<file path="src/rtl/upgma_pkg.sv">
// upgma_pkg: shared constants, command/status structs and address helper
// for the UPGMA clustering core. No dependencies.
package upgma_pkg;

  localparam int MAX_TAXA = 16;
  localparam int DIST_W   = 24;
  localparam int HGT_W    = 25;
  localparam int BR_W     = 26;
  localparam int SIZE_W   = 5;
  localparam int IDX_W    = 4;
  localparam int ADDR_W   = 8;
  localparam int CNT_W    = 9;

  // write data source codes
  localparam logic [1:0] WSRC_IN   = 2'd0;
  localparam logic [1:0] WSRC_VAL  = 2'd1;
  localparam logic [1:0] WSRC_ZERO = 2'd2;

  typedef struct packed {
    logic              we;
    logic [ADDR_W-1:0] waddr;
    logic [1:0]        wsrc;
    logic [ADDR_W-1:0] raddr;
    logic              scan_clr;
    logic              cmp_en;
    logic [IDX_W-1:0]  cmp_row;
    logic [IDX_W-1:0]  cmp_col;
    logic [IDX_W-1:0]  cl_addr;
    logic              lat_a;
    logic              lat_b;
    logic              lat_h;
    logic              mul_a;
    logic              mul_b;
    logic              div_start;
    logic              out_load;
    logic              out_nopair;
    logic              out_last;
    logic              cl_update;
    logic              cl_clear;
  } cmd_t;

  typedef struct packed {
    logic             found;
    logic [IDX_W-1:0] pair_a;
    logic [IDX_W-1:0] pair_b;
    logic             div_busy;
    logic             out_free;
  } sts_t;

  // flat matrix address row*n+col
  function automatic logic [ADDR_W-1:0] cell_addr(input logic [IDX_W-1:0] row,
                                                  input logic [IDX_W-1:0] col,
                                                  input logic [4:0]       n);
    logic [9:0] full;
    full = ({6'd0, row} * {5'd0, n}) + {6'd0, col};
    return full[ADDR_W-1:0];
  endfunction

endpackage

</file>
<file path="src/rtl/upgma_ctrl.sv">
// upgma_ctrl: sequencer of the UPGMA core: load counter, scan, merge-row
// loop and result issue, plus the taxa_count register. Depends on upgma_pkg.
module upgma_ctrl (
  input  logic            clk,
  input  logic            rst_n,
  input  logic            in_valid,
  output logic            in_ready,
  input  logic            cfg_valid,
  output logic            cfg_ready,
  input  logic [4:0]      cfg_taxa_count,
  input  upgma_pkg::sts_t sts,
  output upgma_pkg::cmd_t cmd
);
  import upgma_pkg::*;

  localparam logic [4:0] ST_LOAD  = 5'd0;
  localparam logic [4:0] ST_SCAN  = 5'd1;
  localparam logic [4:0] ST_SEND  = 5'd2;
  localparam logic [4:0] ST_PICK  = 5'd3;
  localparam logic [4:0] ST_HGT   = 5'd4;
  localparam logic [4:0] ST_RES   = 5'd5;
  localparam logic [4:0] ST_NP    = 5'd6;
  localparam logic [4:0] ST_MTEST = 5'd7;
  localparam logic [4:0] ST_RDB   = 5'd8;
  localparam logic [4:0] ST_MUL   = 5'd9;
  localparam logic [4:0] ST_DIVS  = 5'd10;
  localparam logic [4:0] ST_DIVW  = 5'd11;
  localparam logic [4:0] ST_W0    = 5'd12;
  localparam logic [4:0] ST_W1    = 5'd13;
  localparam logic [4:0] ST_W2    = 5'd14;
  localparam logic [4:0] ST_W3    = 5'd15;
  localparam logic [4:0] ST_FIN   = 5'd16;

  logic [4:0]       state_r, state_nxt;
  logic [4:0]       taxa_r;
  logic [4:0]       n_r, n_nxt;
  logic [CNT_W-1:0] load_r, load_nxt, load_inc;
  logic [7:0]       k_r, k_nxt;
  logic [IDX_W-1:0] row_r, row_nxt, col_r, col_nxt;
  logic             cmp_en_r;
  logic [IDX_W-1:0] cmp_row_r, cmp_col_r;
  logic [IDX_W-1:0] rnd_r, rnd_nxt, i_r, i_nxt;
  logic             zero_r, zero_nxt;
  logic [4:0]       n_eff;
  logic [9:0]       nn_eff, nn_run;
  logic             last_round, last_i;

  // clamp taxa_count into 2..MAX_TAXA
  always_comb begin
    if (taxa_r < 5'd2) begin
      n_eff = 5'd2;
    end else if (taxa_r > 5'(MAX_TAXA)) begin
      n_eff = 5'(MAX_TAXA);
    end else begin
      n_eff = taxa_r;
    end
  end

  assign nn_eff     = {5'd0, n_eff} * {5'd0, n_eff};
  assign nn_run     = {5'd0, n_r} * {5'd0, n_r};
  assign load_inc   = load_r + 9'd1;
  assign last_round = ({1'b0, rnd_r} + 5'd2) == n_r;
  assign last_i     = {1'b0, i_r} == (n_r - 5'd1);

  assign in_ready  = (state_r == ST_LOAD);
  assign cfg_ready = 1'b1;

  // sequencer
  always_comb begin
    cmd       = '0;
    state_nxt = state_r;
    n_nxt     = n_r;
    load_nxt  = load_r;
    k_nxt     = k_r;
    row_nxt   = row_r;
    col_nxt   = col_r;
    rnd_nxt   = rnd_r;
    i_nxt     = i_r;
    zero_nxt  = zero_r;
    cmd.cmp_en  = cmp_en_r;
    cmd.cmp_row = cmp_row_r;
    cmd.cmp_col = cmp_col_r;
    unique case (state_r)
      ST_LOAD: begin
        if (in_valid) begin
          cmd.we    = !load_r[CNT_W-1];
          cmd.waddr = load_r[ADDR_W-1:0];
          cmd.wsrc  = WSRC_IN;
          load_nxt  = load_inc;
          if (load_inc >= nn_eff[CNT_W-1:0]) begin
            n_nxt        = n_eff;
            k_nxt        = '0;
            row_nxt      = '0;
            col_nxt      = '0;
            rnd_nxt      = '0;
            cmd.scan_clr = 1'b1;
            state_nxt    = ST_SCAN;
          end
        end
      end
      ST_SCAN: begin
        cmd.raddr = k_r;
        if ({2'b00, k_r} == (nn_run - 10'd1)) begin
          state_nxt = ST_SEND;
        end else begin
          k_nxt = k_r + 8'd1;
          if ({1'b0, col_r} == (n_r - 5'd1)) begin
            col_nxt = '0;
            row_nxt = row_r + 4'd1;
          end else begin
            col_nxt = col_r + 4'd1;
          end
        end
      end
      ST_SEND: begin
        state_nxt = ST_PICK;
      end
      ST_PICK: begin
        if (!sts.found) begin
          state_nxt = ST_NP;
        end else begin
          cmd.raddr   = cell_addr(sts.pair_a, sts.pair_b, n_r);
          cmd.cl_addr = sts.pair_a;
          cmd.lat_a   = 1'b1;
          state_nxt   = ST_HGT;
        end
      end
      ST_HGT: begin
        cmd.lat_h   = 1'b1;
        cmd.cl_addr = sts.pair_b;
        cmd.lat_b   = 1'b1;
        state_nxt   = ST_RES;
      end
      ST_RES: begin
        if (sts.out_free) begin
          cmd.out_load  = 1'b1;
          cmd.out_last  = last_round;
          cmd.cl_update = 1'b1;
          i_nxt         = '0;
          state_nxt     = ST_MTEST;
        end
      end
      ST_NP: begin
        if (sts.out_free) begin
          cmd.out_load   = 1'b1;
          cmd.out_nopair = 1'b1;
          cmd.out_last   = 1'b1;
          state_nxt      = ST_FIN;
        end
      end
      ST_MTEST: begin
        // cells at the pair's own columns end up cleared
        cmd.raddr = cell_addr(sts.pair_a, i_r, n_r);
        if ((i_r == sts.pair_a) || (i_r == sts.pair_b)) begin
          zero_nxt  = 1'b1;
          state_nxt = ST_W0;
        end else begin
          zero_nxt  = 1'b0;
          state_nxt = ST_RDB;
        end
      end
      ST_RDB: begin
        cmd.raddr = cell_addr(sts.pair_b, i_r, n_r);
        cmd.mul_a = 1'b1;
        state_nxt = ST_MUL;
      end
      ST_MUL: begin
        cmd.mul_b = 1'b1;
        state_nxt = ST_DIVS;
      end
      ST_DIVS: begin
        cmd.div_start = 1'b1;
        state_nxt     = ST_DIVW;
      end
      ST_DIVW: begin
        if (!sts.div_busy) begin
          state_nxt = ST_W0;
        end
      end
      ST_W0: begin
        cmd.we    = 1'b1;
        cmd.waddr = cell_addr(sts.pair_a, i_r, n_r);
        cmd.wsrc  = zero_r ? WSRC_ZERO : WSRC_VAL;
        state_nxt = ST_W1;
      end
      ST_W1: begin
        cmd.we    = 1'b1;
        cmd.waddr = cell_addr(sts.pair_b, i_r, n_r);
        cmd.wsrc  = WSRC_ZERO;
        state_nxt = ST_W2;
      end
      ST_W2: begin
        cmd.we    = 1'b1;
        cmd.waddr = cell_addr(i_r, sts.pair_a, n_r);
        cmd.wsrc  = zero_r ? WSRC_ZERO : WSRC_VAL;
        state_nxt = ST_W3;
      end
      ST_W3: begin
        cmd.we    = 1'b1;
        cmd.waddr = cell_addr(i_r, sts.pair_b, n_r);
        cmd.wsrc  = WSRC_ZERO;
        if (last_i) begin
          if (last_round) begin
            state_nxt = ST_FIN;
          end else begin
            rnd_nxt      = rnd_r + 4'd1;
            k_nxt        = '0;
            row_nxt      = '0;
            col_nxt      = '0;
            cmd.scan_clr = 1'b1;
            state_nxt    = ST_SCAN;
          end
        end else begin
          i_nxt     = i_r + 4'd1;
          state_nxt = ST_MTEST;
        end
      end
      ST_FIN: begin
        cmd.cl_clear = 1'b1;
        load_nxt     = '0;
        state_nxt    = ST_LOAD;
      end
      default: begin
        state_nxt = ST_LOAD;
      end
    endcase
  end

  // control registers
  always_ff @(posedge clk) begin
    if (!rst_n) begin
      state_r  <= ST_LOAD;
      taxa_r   <= 5'd2;
      n_r      <= 5'd2;
      load_r   <= '0;
      cmp_en_r <= 1'b0;
      rnd_r    <= '0;
    end else begin
      state_r  <= state_nxt;
      n_r      <= n_nxt;
      load_r   <= load_nxt;
      cmp_en_r <= (state_r == ST_SCAN);
      rnd_r    <= rnd_nxt;
      if (cfg_valid && cfg_ready) begin
        taxa_r <= cfg_taxa_count;
      end
    end
  end

  always_ff @(posedge clk) begin
    k_r       <= k_nxt;
    row_r     <= row_nxt;
    col_r     <= col_nxt;
    i_r       <= i_nxt;
    zero_r    <= zero_nxt;
    cmp_row_r <= row_r;
    cmp_col_r <= col_r;
  end

  a_round_bound: assert property (@(posedge clk) disable iff (!rst_n)
    (state_r != ST_LOAD) |-> (({1'b0, rnd_r} + 5'd2) <= n_r))
    else $error("merge round past n-1");
  a_load_bound: assert property (@(posedge clk) disable iff (!rst_n)
    (state_r == ST_LOAD) |-> !load_r[CNT_W-1])
    else $error("load count past the matrix");
  a_scan_range: assert property (@(posedge clk) disable iff (!rst_n)
    (state_r == ST_SCAN) |-> ({2'b00, k_r} < nn_run))
    else $error("scan address past n*n");

endmodule

</file>
<file path="config.mk">
export PLATFORM = sky130hd
export DESIGN_NAME = upgma_ctrl
export DESIGN_NICKNAME = d
export VERILOG_FILES = /design/src/rtl/upgma_pkg.sv /design/src/rtl/upgma_ctrl.sv
export SDC_FILE = /design/constraint.sdc
export NUM_CORES = 1
export LEC_CHECK = 0
export BUFFER_PORTS_ARGS = -buffer_cell sky130_fd_sc_hd__buf_2
export CAP_MARGIN = 20
export CORE_ASPECT_RATIO = 0.6
export CORE_MARGIN = 2
export CORE_UTILIZATION = 55
export DETAILED_ROUTE_END_ITERATION = 8
export PLACE_DENSITY = 0.76
export SLEW_MARGIN = 10
export SYNTH_ARGS = -nofsm -noshare
export SYNTH_HDL_FRONTEND = slang
export SYNTH_SLANG_ARGS = --single-unit
</file>
<file path="constraint.sdc">
create_clock -name clk -period 5.08 [get_ports clk]
set_input_delay 1.016 -clock clk [delete_from_list [all_inputs] [get_ports clk]]
set_output_delay 1.016 -clock clk [all_outputs]
set_load 0.1 [all_outputs]
</file>
# Word-level counts from Yosys, hierarchy flattened
# Index checks and enable logic that the tools add are counted.
# W data, S select, Z words.
# word_totals
output_inout_bits	46
register_bits	58
in_bits	20
wordCells	145
# op_classes
muxes	63
n_reduce_logical	14
add_sub_neg	14
multipliers	5
order_cmp	3
n_eq_ne	33
# ops
op	n
$pmux W5 S16	1
$mux W5	11
$pmux W11 S5	1
$mux W4	12
$mux W8	6
$add A8 B4 Y8	5
$eq A5 B4 Y1 const B	8
$pmux W8 S4	1
$mul A4 B5 Y8	3
$pmux W4 S2	3
$pmux W4 S3	2
$pmux W8 S3	1
$eq A5 B3 Y1 const B	4
$ne A2 B2 Y1 const B	10
$pmux W9 S2	1
$add A4 B1 Y4 const B	4
$mux W1	13
$reduce_and A6 Y1	2
$mux W11	1
$eq A4 B5 Y1	2
$eq A5 B2 Y1 const B	2
$eq A8 B10 Y1	1
$mul A5 B5 Y10	1
$sub A10 B1 Y10 const B	1
other kinds (26)	36

# Depth between registers and ports, before layout
# logic_depth
word_depth	8
depth_mapped	26
ltp_nobuf	23

# Least setup slack after synthesis
# OpenSTA, ideal clock, no wires.
# synth_timing
path_type	input -> output
startpoint	input sts[9] in the netlist's numbering
endpoint	output cmd[30] in the netlist's numbering
t_arrival_ns	5.820
slack_ns	-1.756
path_buffers	1
required_ns	4.064
path_stages	11
path_cell_list	clkbuf_1 > nand2_1 > fa_1 > fa_1 > fa_1 > inv_1 > ha_1 > o21a_1 > o21ai_0 > xor2_1 > o21ai_0
# synth_rtl
item	line_no	text
start: declaration	upgma_ctrl.sv:11	input upgma_pkg::sts_t sts,
end: declaration	upgma_ctrl.sv:12	output upgma_pkg::cmd_t cmd

==> summary.txt <==
Outcome
  • Status: finished, violations left
  • Violated checks: setup timing

Logic synthesis
  • Seq cells post-synth: between 50 and 60
  • Post-synth cell types: 68
  • Post-synth EDFFs: 21
  • Ys async rst share: 0%
  • Synth Flop Type: dfxtp_1
  • Synth warn: 0
  • Main combinational cell family by area after synthesis: adder cells
  • Post-synthesis mux area share: 2.55%
  • Sequential fraction of the synthesis area: 18.9%
  • Syn_area_per_cell: 8.18 sq um
  • Synth Area in XOR/XNOR: between 10% and 20%
  • Adder-Cell Fraction of Synth Area: 24.5%
  • Compound-Gate Fraction of Synth Area: 13.8%
  • Post-synthesis cell area: roughly 0.0072 sq mm
  • Simple-gate share of the synthesized area: between 20 and 25%
  • Post-synthesis cell count: 886

Clocking
  • Clk buf depth: 2
  • Clock-pin slew on the worst setup and hold paths: 50 ps
  • Clk root buf: clkbuf_16
  • CTS tree: yes
  • Clk sink count: 58
  • Clock latency at the later pin of the worst-skew pair: 330 ps
  • Cts hold-fix bufs: 0
  • CTS H-tree lvls: 3
  • Num CTS Buffers: 9

Worst setup path
  • Buf/Inv on CP: 4
  • Most common cell on crit path: fa_1
  • Worst Path Required: roughly 4100 ps
  • Largest fanout on the critical path: 3
  • CP delay by family, top: adder cells
  • CP cell instances: buf_8 -> nand2_4 -> fa_1 -> fa_1 -> fa_1 -> inv_2 -> ha_4 -> nor2b_4 -> nor3_2 -> o21bai_1 -> a21oi_2 -> xnor2_2 -> a222oi_1 -> buf_4 -> o21ai_4 -> buf_12
  • Startpoint Class: primary input
  • Crit path largest cell delay: 550 ps
  • CP max-delay cell: fa_1
  • Worst Path Class, Setup: primary input to output pin
  • CP Capture Type: output pin
  • Worst Path Arrival: 4340 ps

Layout
  • Most frequent cells in the layout: ha_1, buf_4, nor2_1
  • Final #Nets: 1,154
  • Area grow syn2layout: 29.9%
  • Core Util, Final: 73.2%
  • Commonest non-fill, non-tap cell in the layout: ha_1
  • Final instance area: between 0.009 and 0.01 sq mm
  • Number of antenna diodes: 0
  • Share of cells above drive strength 1: between 20% and 30%

Routing
  • Via-per-instance ratio: 5.87
  • DRT Pass-1 Iters: 5
  • 1st-iter DRT viols: 638
  • Vias: between 6,000 and 7,000
  • Routed wire length: approximately 22,000 microns
  • Antenna Nets Post-Route: 0
  • Residual DRC count: 0
  • WL/cell: 18.9 microns

Global route
  • Antenna violations before repair: 0
  • Largest net degree at the start of global routing: 31
  • First-pass GRT wire length: 35,000 microns
  • Number of global-route vias before repair: 6,699
  • GR Overflow Total: 0
  • GRT Overall Usage: approximately a third

Timing
  • Slew Viols, Final: 0
  • Worst hold margin: 403 ps
  • Final worst setup slack: -278 ps
  • Setup Skew: 3.72 ps
  • Slew HR: 26.1%
  • Final min period: 5360 ps
  • Tcrit/Tclk final: 105%
  • Worst Max-Slew Pin Slew: approximately 1100 ps
  • Final setup vio count: 9
  • Final hold vios: 0
  • F_max: 187 MHz
  • Unrepaired setup endpoints after global routing: true

Place
  • Routability cong.: 0.970
  • HPWL Detailed: 16,900 microns
  • Dpl ws: -362 ps
  • Port buffer count: 64
  • Placed instance area: 0.00853 sq mm

Power and ir drop
  • Lkg Pwr: 4.36 nW
  • Cell Pwr Density: around 290 mW/mm^2
  • VDD IR max: 0.270 mV

Floorplan
  • Die width: 152 microns
  • Core area: ~0.013 sq mm
  • Die area: 0.0141 sq mm
  • Initial core utilization: approximately 56%
  • Rows: 32
  • IO Count: 66
  • Die height: a little over 90 microns

Flow run
  • Max-cap check violation count: 0

Min path
  • Min-delay worst type: flip-flop to flip-flop
[logic make-up (layout without fill, tap and decap cells)]
logic type	Yosys count	count (layout)
fa+ha+maj	124	124
buf+inv	125	252
xor+xnor	95	95
simple gates	312	312
other cells	2	4
flops	58	58
compound gates	152	152
mux	18	18
[per-stage QoR]
step                      setup TNS [ps]  power [mW]  cells
after global routing               -2520        2.83   1185
after floorplan                     -492        1.63    888
after global placement             -1570        1.94   1155
after detailed placement           -1900        1.96   1155
final                              -1630        2.70   1185
after CTS                          -1090        2.66   1178
[synthesized netlist by cell type (all sizes together) (7+ instances only)]
library cell | number | area, sq um
a21oi | 38 | 190
nor3 | 14 | 81.3
inv | 76 | 285
xor2 | 37 | 324
o21ai | 39 | 195
a22oi | 10 | 75.1
fa | 30 | 601
mux2i | 14 | 140
nor2b | 29 | 181
a21o | 7 | 52.6
nand2b | 11 | 68.8
nand3 | 24 | 120
edfxtp | 21 | 631
a22o | 7 | 61.3
xnor2 | 57 | 499
ha | 94 | 1180
dfxtp | 37 | 741
nor2 | 79 | 297
clkbuf | 35 | 131
and3 | 14 | 87.6
buf | 13 | 86.3
nand2 | 78 | 295
and2 | 38 | 238
[flip-flops by register name, indices dropped and copies added (netlist names), 4 cells and up]
register,count
cmp_col_r,4
cmp_row_r,4
col_r,4
i_r,4
k_r,8
load_r,9
n_r,5
rnd_r,4
row_r,4
state_r,5
taxa_r,5
[layer usage]
metal	part of all wire, %	wire length (microns)	GRT usage, %	vias up
met4	2.3	505	7.94	0
met2	42	9310	47.5	364
met1	44	9830	43.6	3281
li1	-	-	-	3259
met5	0	0	0	-
met3	12	2690	10.9	56
[timing repair]
| item | 4_1_cts | 5_1_grt |
|---|---|---|
| cloned | 0 | 0 |
| setup buffers | 12 | 8 |
| pin swaps | 33 | 27 |
| endpoints found under the hold margin | 0 | 0 |
| endpoints found under the setup margin | 10 | 11 |
| resized for setup | 88 | 21 |
[layout make-up]
class,count,area (sq um)
Sequential cell,58,1380
Clock buffer,9,225
Multi-Input combinational cell,705,5890
Fill cell,977,3440
Clock inverter,7,83.8
Tap cell,170,213
Inverter,77,292
Timing Repair Buffer,159,1320
[worst paths after layout]
kind | from | to | slack, ps | depth (start not counted)
setup / recovery | sts[3] | cmd[42] | -280 | 16
hold / removal | row_r[3]$_SDFFCE_PN0P_ | cmp_row_r[3]$_DFF_P_ | 400 | 0
hold reg to reg | row_r[3]$_SDFFCE_PN0P_ | cmp_row_r[3]$_DFF_P_ | 400 | 0
setup reg to reg | n_r[4]$_SDFFE_PN0P_ | row_r[3]$_SDFFCE_PN0P_ | 360 | 17
[power breakdown]
| group | switching (mW) | internal (mW) |
|---|---|---|
| combinational | 0.879 | 0.435 |
| clock | 0.217 | 0.423 |
| sequential | 0.131 | 0.617 |
| total | 1.23 | 1.47 |
Note: power is estimated with default switching activity, not from simulation.
